<file path="config.mk">
export PLATFORM = sky130hd
export DESIGN_NAME = sbr_ctrl
export DESIGN_NICKNAME = d
export VERILOG_FILES = /design/src/sv/sbr_pkg.sv /design/src/sv/sbr_ctrl.sv
export SDC_FILE = /design/constraint.sdc
export NUM_CORES = 1
export LEC_CHECK = 0
export ABC_AREA = 1
export BUFFER_PORTS_ARGS = -buffer_cell sky130_fd_sc_hd__buf_2
export CAP_MARGIN = 20
export CORE_AREA = 2 2 39 41
export CTS_CLUSTER_DIAMETER = 200
export DETAILED_ROUTE_END_ITERATION = 8
export DIE_AREA = 0 0 41 43
export GPL_TIMING_DRIVEN = 1
export PLACE_DENSITY = 0.66
export RECOVER_POWER = 50
export SLEW_MARGIN = 15
export SYNTH_ARGS = -nofsm -noshare
export SYNTH_HDL_FRONTEND = slang
export SYNTH_SLANG_ARGS = --single-unit
</file>
<file path="constraint.sdc">
create_clock -name clk -period 3 [get_ports clk]
set_input_delay 0.6 -clock clk [delete_from_list [all_inputs] [get_ports clk]]
set_output_delay 0.6 -clock clk [all_outputs]
set_load 0.005 [all_outputs]
</file>
<file path="src/sv/sbr_pkg.sv">
// Shared types, constants and command codes for the spectrum bar renderer.
// No dependencies; every other file of the block imports this package.
`default_nettype none

package sbr_pkg;

    // Bar table geometry
    localparam int MAX_BARS  = 128;
    localparam int BAR_PITCH = 4;
    localparam int BAR_W     = 3;
    localparam int BAR_AW    = (MAX_BARS > 1) ? $clog2(MAX_BARS) : 1;
    localparam int MEM_AW    = BAR_AW + 1;
    localparam int MEM_DEPTH = 2 ** MEM_AW;

    // Opcodes
    localparam logic [1:0] OP_BAR  = 2'd0;
    localparam logic [1:0] OP_GRID = 2'd1;
    localparam logic [1:0] OP_PEAK = 2'd2;

    // Drawing command kinds
    localparam logic KIND_RECT = 1'b0;
    localparam logic KIND_LINE = 1'b1;

    // Configuration register indexes
    localparam logic [2:0] CFG_ZONE_SIZE     = 3'd0;
    localparam logic [2:0] CFG_SCREEN_WIDTH  = 3'd1;
    localparam logic [2:0] CFG_SCREEN_HEIGHT = 3'd2;
    localparam logic [2:0] CFG_BACK_COLOR    = 3'd3;
    localparam logic [2:0] CFG_LOW_COLOR     = 3'd4;
    localparam logic [2:0] CFG_MID_COLOR     = 3'd5;
    localparam logic [2:0] CFG_TOP_COLOR     = 3'd6;
    localparam logic [2:0] CFG_PEAK_COLOR    = 3'd7;

    // Configuration reset values
    localparam logic [6:0]  RST_ZONE_SIZE     = 7'd36;
    localparam logic [9:0]  RST_SCREEN_WIDTH  = 10'd320;
    localparam logic [9:0]  RST_SCREEN_HEIGHT = 10'd240;
    localparam logic [15:0] RST_BACK_COLOR    = 16'd0;
    localparam logic [15:0] RST_LOW_COLOR     = 16'd2016;
    localparam logic [15:0] RST_MID_COLOR     = 16'd65504;
    localparam logic [15:0] RST_TOP_COLOR     = 16'd63488;
    localparam logic [15:0] RST_PEAK_COLOR    = 16'd2047;

    // Emit selects: which drawing command the datapath builds this cycle
    localparam logic [2:0] EM_ERASE = 3'd0;
    localparam logic [2:0] EM_BAR   = 3'd1;
    localparam logic [2:0] EM_MID   = 3'd2;
    localparam logic [2:0] EM_HI    = 3'd3;
    localparam logic [2:0] EM_PKL   = 3'd4;
    localparam logic [2:0] EM_PKR   = 3'd5;
    localparam logic [2:0] EM_GL    = 3'd6;
    localparam logic [2:0] EM_GR    = 3'd7;

    typedef struct packed {
        logic [1:0] opcode;
        logic       channel;
        logic [6:0] slot;
        logic [7:0] level;
    } item_t;

    typedef struct packed {
        logic               cmd_kind;
        logic [9:0]         x_pos;
        logic signed [11:0] y_pos;
        logic [9:0]         span_width;
        logic [7:0]         span_height;
        logic [15:0]        color;
        logic               last;
    } result_t;

    // Controller to datapath
    typedef struct packed {
        logic       capture;
        logic       rd_en;
        logic       rd_ch;
        logic       load;
        logic       emit;
        logic [2:0] emit_sel;
        logic       last;
    } cmd_t;

    // Datapath to controller
    typedef struct packed {
        logic [1:0] in_op;
        logic       in_ch;
        logic       bar_ok;
        logic       row_ok;
        logic       peak_nz;
        logic       shrink;
        logic       lo_full;
        logic       md_full;
    } stat_t;

endpackage

`default_nettype wire

</file>
<file path="src/sv/sbr_ctrl.sv">
// Controller state machine of the spectrum bar renderer.
// Depends on sbr_pkg; drives the datapath by cmd_t, reads back stat_t.
`default_nettype none

module sbr_ctrl
    import sbr_pkg::*;
(
    input  wire logic  clk,
    input  wire logic  rst_n,
    input  wire logic  start,
    output logic       busy,
    input  wire stat_t stat,
    output cmd_t       cmd
);

    localparam logic [3:0] S_IDLE = 4'd0;
    localparam logic [3:0] S_LOAD = 4'd1;
    localparam logic [3:0] S_BAR  = 4'd2;
    localparam logic [3:0] S_MID  = 4'd3;
    localparam logic [3:0] S_HI   = 4'd4;
    localparam logic [3:0] S_PKL  = 4'd5;
    localparam logic [3:0] S_PKR  = 4'd6;
    localparam logic [3:0] S_GL   = 4'd7;
    localparam logic [3:0] S_GR   = 4'd8;

    logic [3:0] state_reg;
    logic [3:0] state_next;

    assign busy = (state_reg != S_IDLE);

    // Sequence the words of one item
    always_comb
    begin
        state_next = state_reg;
        cmd        = '0;
        unique case (state_reg)
            S_IDLE:
            begin
                if (start)
                begin
                    cmd.capture = 1'b1;
                    case (stat.in_op)
                        OP_BAR:
                        begin
                            if (stat.bar_ok)
                            begin
                                cmd.rd_en  = 1'b1;
                                cmd.rd_ch  = stat.in_ch;
                                state_next = S_LOAD;
                            end
                        end
                        OP_GRID:
                        begin
                            if (stat.row_ok)
                            begin
                                state_next = S_GL;
                            end
                        end
                        OP_PEAK:
                        begin
                            if (stat.bar_ok)
                            begin
                                cmd.rd_en  = 1'b1;
                                cmd.rd_ch  = 1'b0;
                                state_next = S_PKL;
                            end
                        end
                        default:
                        begin
                            state_next = S_IDLE;
                        end
                    endcase
                end
            end
            S_LOAD:
            begin
                cmd.load     = 1'b1;
                cmd.emit     = stat.peak_nz;
                cmd.emit_sel = EM_ERASE;
                state_next   = S_BAR;
            end
            S_BAR:
            begin
                cmd.emit     = 1'b1;
                cmd.emit_sel = EM_BAR;
                cmd.last     = stat.shrink || !stat.lo_full;
                state_next   = cmd.last ? S_IDLE : S_MID;
            end
            S_MID:
            begin
                cmd.emit     = 1'b1;
                cmd.emit_sel = EM_MID;
                cmd.last     = !stat.md_full;
                state_next   = cmd.last ? S_IDLE : S_HI;
            end
            S_HI:
            begin
                cmd.emit     = 1'b1;
                cmd.emit_sel = EM_HI;
                cmd.last     = 1'b1;
                state_next   = S_IDLE;
            end
            S_PKL:
            begin
                cmd.emit     = 1'b1;
                cmd.emit_sel = EM_PKL;
                cmd.rd_en    = 1'b1;
                cmd.rd_ch    = 1'b1;
                state_next   = S_PKR;
            end
            S_PKR:
            begin
                cmd.emit     = 1'b1;
                cmd.emit_sel = EM_PKR;
                cmd.last     = 1'b1;
                state_next   = S_IDLE;
            end
            S_GL:
            begin
                cmd.emit     = 1'b1;
                cmd.emit_sel = EM_GL;
                state_next   = S_GR;
            end
            S_GR:
            begin
                cmd.emit     = 1'b1;
                cmd.emit_sel = EM_GR;
                cmd.last     = 1'b1;
                state_next   = S_IDLE;
            end
            default:
            begin
                state_next = S_IDLE;
            end
        endcase
    end

    // Advance state
    always_ff @(posedge clk or negedge rst_n)
    begin
        if (!rst_n)
        begin
            state_reg <= S_IDLE;
        end
        else
        begin
            state_reg <= state_next;
        end
    end

endmodule

`default_nettype wire

</file>
==> impl_metrics.py, run 1 <==
metrics = {
    "sta": {
        "worst_pin_slew_ns": 0.660,
        "finClkSkew_ns": 0.00241,
        "period_minus_slack_ns": 2.30,
        "hold_viol": 0,
        "post-route-period-util_pct": 76.8,
        "setup_viol": 0,
        "setup_tns_ns": 0,
        "max_freq_mhz": 434,
        "rsz0062_at_grt": "no",
        "maxSlewHeadroom_pct": 55.8,
        "drv_slew": 0,
    },
    "global_route": {
        "overflow": 0,
        "antenna_found_initial": 0,
        "track_usage_pct": 14.2,
        "grt_start_max_net_pins": 11,
        "grt_pass1_vias": 475,
        "grt_pass1_wl_um": 1730,
    },
    "detailed_routing": {
        "wl_per_cell_um": 8.60,
        "drtIter0Drc": 9,
        "num_vias": 575,
        "dr.pass1.iters": 2,
        "final_antenna_net_count": 0,
        "post-route-drc-count": 0,
        "vias_per_cell": 4.53,
        "drt-total-wl_um": 1090,
    },
    "worst_setup_path": {
        "worstPathRequired_ns": 2.40,
        "r2r_slack_ns": 1.52,
        "worst-setup-path-type": "reg2out",
        "cp_max_fo": 10,
        "critPathLaunchType": "flip-flop",
        "worst_setup_path_end_kind": "output port",
        "crit_arrival_ns": 1.70,
    },
    "clock_tree": {
        "cts-root-buf": "clkbuf_4",
        "cts_buffers": 3,
        "clkTransAtPathRegs_ns": 0.04,
        "post_cts_resized": 0,
        "clock_latency_ns": 0.23,
        "post_cts_buffers": 0,
        "clock_sinks": 4,
        "clock_path_buffers": 2,
        "cts_tree": "done",
        "cts.htree.levels": 1,
        "cts_hold_buf": 0,
    },
    "floorplanning": {
        "ios": 22,
        "num_rows": 14,
        "die_h_um": 43,
        "dieArea_um2": 1760,
        "start_util_pct": 36.2,
        "die_x_um": 41,
        "core_um2": 1380,
    },
    "cells_and_area": {
        "fin_util_pct": 45.9,
        "diodes": 0,
        "largest_reg_flops": 4,
        "fillCellCount": 159,
        "drive_gt1_share_pct": 27.0,
        "syn_to_final_growth_pct": 27.0,
        "final_nets": 130,
    },
    "power_and_ir_drop": {
        "p_leak_nw": 0.427,
        "power_density_nw_per_um2": 708,
        "ir_drop_mv": 0.258,
    },
    "yosys": {
        "syn-cell-area_um2": 500,
        "ys_top_cells_by_area": "dfrtp_1, nand2_1, nor2_1, ha_1, inv_1",
        "synth-seq-area-share_pct": 20.0,
        "synth_most_common_cell": "nand2_1",
        "ys_async_sr_fraction_pct": 100,
        "synth_cell_types": 15,
        "synth_edf_count": 0,
        "synth_ff_type": "dfrtp_1",
        "yosysWarnings": 0,
        "synth_top_area_cell": "dfrtp_1",
        "yosys.area.top_type_share_pct": 20.0,
        "synth_nets": 104,
        "ys_seq_elements": 4,
        "syn_area_per_cell_um2": 5.75,
        "yosys-top-cells-count": "nand2_1, nor2_1, inv_1",
        "netlist_instances": 87,
    },
    "placement": {
        "gp_congestion": 0.748,
        "dp_hpwl_um": 910,
        "port_buffers": 21,
    },
    "run_status": {
        "status": "finished clean",
    },
    "min_path": {
        "hold_class": "in2async",
    },
    "job": {
        "cap_violations": 0,
    },
}
worst paths after layout:
| check | start | end | depth (start not counted) |
|---|---|---|---|
| setup reg to reg | state_reg[2] | state_reg[1] | 5 |
| hold / removal | rst_n | state_reg[2] | 1 |
| max in group asynchronous | rst_n | state_reg[0] | 1 |
| hold reg to reg | state_reg[1] | state_reg[3] | 2 |
| min in group clk | state_reg[1] | state_reg[3] | 2 |
| setup / recovery | state_reg[2] | cmd[7] | 6 |
layout by cell type, fill, tap and decap left out:
cell type / synthesis / final
nand2_1: 24 / 25
buf_2: 0 / 19
nor2_1: 17 / 18
inv_1: 11 / 11
nand3_1: 8 / 8
inv_2: 5 / 5
ha_1: 5 / 5
o21ai_1: 4 / 4
dfrtp_1: 4 / 4
clkbuf_4: 0 / 3
nor2_2: 2 / 2
clkbuf_1: 0 / 2
nand2_2: 2 / 1
o21ai_0: 1 / 1
a21boi_0: 1 / 1
o21bai_1: 1 / 1
nand3b_1: 1 / 1
area by class of cell:
cell class | count | area [um2] | area share [%]
clock buffer | 3 | 22.5 | 3.54
inverter | 16 | 60.1 | 9.45
multi-input combinational | 67 | 330 | 52.0
sequential | 4 | 100 | 15.7
tap | 16 | 20.0 | 3.15
timing repair buffer | 21 | 103 | 16.1
critical path: stages, from the launching register on:
cell and delay [ns]:
dfrtp_1 0.39, nor2_1 0.52, nand2_2 0.14, inv_2 0.09
nand2_1 0.08, o21ai_1 0.12, buf_2 0.12
report_power, final:
group | total [mW] | switching, mW | internal [mW]
Clock | 0.0660 | 0.0213 | 0.0447
Combinational | 0.295 | 0.177 | 0.117
Sequential | 0.0896 | 0.0193 | 0.0703
cell families (layout without fill, tap and decap cells):
group	count (synthesis)	after routing	synth area share, %
AOI/OAI and AO/OA	7	7	8.00
DFF	4	4	20.0
and+or+nand+nor	55	55	47.5
adders and majority gates	5	5	12.5
buffers and inverters	16	40	12.0
metal layers:
| layer | up-vias | part of all wire (%) | track usage [%] |
|---|---|---|---|
| li1 | 316 | - | - |
| met2 | 18 | 47 | 24.4 |
| met4 | 0 | 0 | 2.00 |
| met3 | 0 | 6.6 | 6.28 |
| met5 | - | 0 | 0 |
| met1 | 241 | 47 | 15.5 |
stage by stage:
stage                     cells  setup slack, ns  hold slack (ns)  instance area, um2  total power, mW
after floorplan              87             1.31            0.304                 500            0.290
after global placement      124             1.06            0.406                 626            0.391
after detailed placement    124             1.03            0.408                 626            0.393
after CTS                   127             1.01            0.154                 648            0.464
after global routing        127            0.559            0.189                 636            0.506
final                       127            0.697            0.190                 636            0.450
Note: power is estimated with default switching activity, not from simulation.
==> run 2: changes to the inputs <==
Settings changed: PLACE_DENSITY 0.66 to 0.68.
Clock period 3 ns to 1.95 ns, I/O delays scaled along.
==> run 2 against run 1 <==
  * Largest power group unchanged
  * Via count down 0.87%
  * Non-clock buffer count rose by 1
  * Critical path depth did not move
  * Register-to-register slack worse by 0.65 ns
  * Count of clock-buffer cells in the layout stayed put
  * Highest routed layer unchanged
  * Clock power is 52% higher
  * Clock skew is 0.00085 ns higher
  * Core utilization is 1.4 points higher
  * Sequential power up 57%
  * First-iteration DRC count shrank 89%
  * Sequential cell count is the same
  * Routed wire length shrank 1.7%
==> impl_metrics.py, run 2 (synthesis gave the netlist of run 1 again) <==
metrics = {
    "global_route": {
        "overflow": 0,
        "grt_pass1_vias": 468,
        "antenna_found_initial": 0,
        "track_usage_pct": 14.3,
        "grt_pass1_wl_um": 1730,
        "grt_start_max_net_pins": 11,
    },
    "job": {
        "cap_violations": 0,
    },
    "clock_tree": {
        "cts.htree.levels": 1,
        "post_cts_resized": 0,
        "cts-root-buf": "clkbuf_4",
        "cts_buffers": 3,
        "clock_path_buffers": 2,
        "post_cts_buffers": 0,
        "clock_sinks": 4,
        "clkTransAtPathRegs_ns": 0.04,
        "cts_hold_buf": 1,
        "clock_latency_ns": 0.23,
        "cts_tree": "done",
    },
    "sta": {
        "period_minus_slack_ns": 1.75,
        "setup_viol": 0,
        "setup_tns_ns": 0,
        "maxSlewHeadroom_pct": 84.6,
        "drv_slew": 0,
        "max_freq_mhz": 571,
        "finClkSkew_ns": 0.00325,
        "worst_pin_slew_ns": 0.230,
        "hold_viol": 0,
        "post-route-period-util_pct": 89.9,
        "rsz0062_at_grt": "no",
        "timing.final.ws_setup_ns": 0.197,
    },
    "worst_setup_path": {
        "cp_max_fo": 5,
        "crit_path_max_incr_delay_ns": 0.41,
        "worst-setup-path-type": "reg2out",
        "worst-path-buf-inv": 2,
        "cpMaxStageDelayCell": "dfrtp_1",
        "cp_top_family": "flip-flops",
        "worst_setup_path_end_kind": "output port",
        "crit_chain": "nor2_2 -> nand2_2 -> inv_2 -> nand2_1 -> o21ai_1 -> buf_2",
        "critPathLaunchType": "flip-flop",
        "worstPathRequired_ns": 1.56,
        "crit_arrival_ns": 1.36,
    },
    "cells_and_area": {
        "syn_to_final_growth_pct": 30.8,
        "drive_gt1_share_pct": 28.6,
        "diodes": 0,
        "final_nets": 131,
        "largest_reg_flops": 4,
        "final_common_cell": "nand2_1",
        "final_cell_mix": "nand2_1, buf_2, nor2_1",
    },
    "detailed_routing": {
        "vias_per_cell": 4.45,
        "wl_met2_um": 539,
        "dr.pass1.iters": 2,
        "m1WireLength_um": 470,
        "final_antenna_net_count": 0,
        "wl_met3_um": 63,
        "num_vias": 570,
        "wl_per_cell_um": 8.38,
        "post-route-drc-count": 0,
        "drt-total-wl_um": 1070,
        "drtIter0Drc": 1,
        "top_layer": "met3",
    },
    "run_status": {
        "status": "finished clean",
    },
    "floorplanning": {
        "core_um2": 1380,
        "die_h_um": 43,
        "num_rows": 14,
        "start_util_pct": 36.2,
        "die_x_um": 41,
        "dieArea_um2": 1760,
        "ios": 22,
    },
    "placement": {
        "port_buffers": 21,
        "dp_hpwl_um": 940,
        "post-place-ws_ns": 0.378,
        "gp_congestion": 0.768,
    },
    "power_and_ir_drop": {
        "p_leak_nw": 0.436,
        "ir_drop_mv": 0.335,
        "power_density_nw_per_um2": 1070,
    },
    "min_path": {
        "hold_class": "in2async",
    },
}
[run 2: final timing paths]
kind / start / endpoint / slack, ns / cells past startpoint
worst max-delay path: state_reg[1] / cmd[7] / 0.20 / 6
worst min-delay path: rst_n / state_reg[3] / 0.51 / 2
worst max register to register: state_reg[3] / state_reg[1] / 0.87 / 5
worst min register to register: state_reg[1] / state_reg[3] / 0.65 / 2
max in group asynchronous: rst_n / state_reg[1] / 1.26 / 2
min in group clk: stat[0] / state_reg[2] / 0.52 / 5
[run 2: final cells by class]
type                       instances  area, um2
clock buffer                       3       22.5
fill                             156        729
inverter                          16       60.1
multi-input combinational         67        338
sequential                         4        100
tap                               16       20.0
timing repair buffer              22        114
[run 2: routing by layer]
layer,global-route usage [%],up-vias
met2,25.0,16
li1,-,316
met1,15.2,238
met3,6.28,0
met5,0,-
met4,2.00,0
[run 2: power by group]
part	internal [mW]	total (mW)	switching [mW]
logic	0.186	0.456	0.270
clock network	0.0687	0.100	0.0317
registers	0.108	0.141	0.0330
total	0.363	0.698	0.335
[run 2: per-stage QoR]
step	util, %	cell area (um2)	total power [mW]	hold slack (ns)	cells
global placement	45.2	626	0.603	0.196	124
global route	47.3	654	0.784	0.543	128
finish	47.3	654	0.698	0.512	128
CTS	47.6	658	0.716	0.479	128
detailed placement	45.2	626	0.605	0.197	124
floorplan	-	500	0.447	0.0944	87
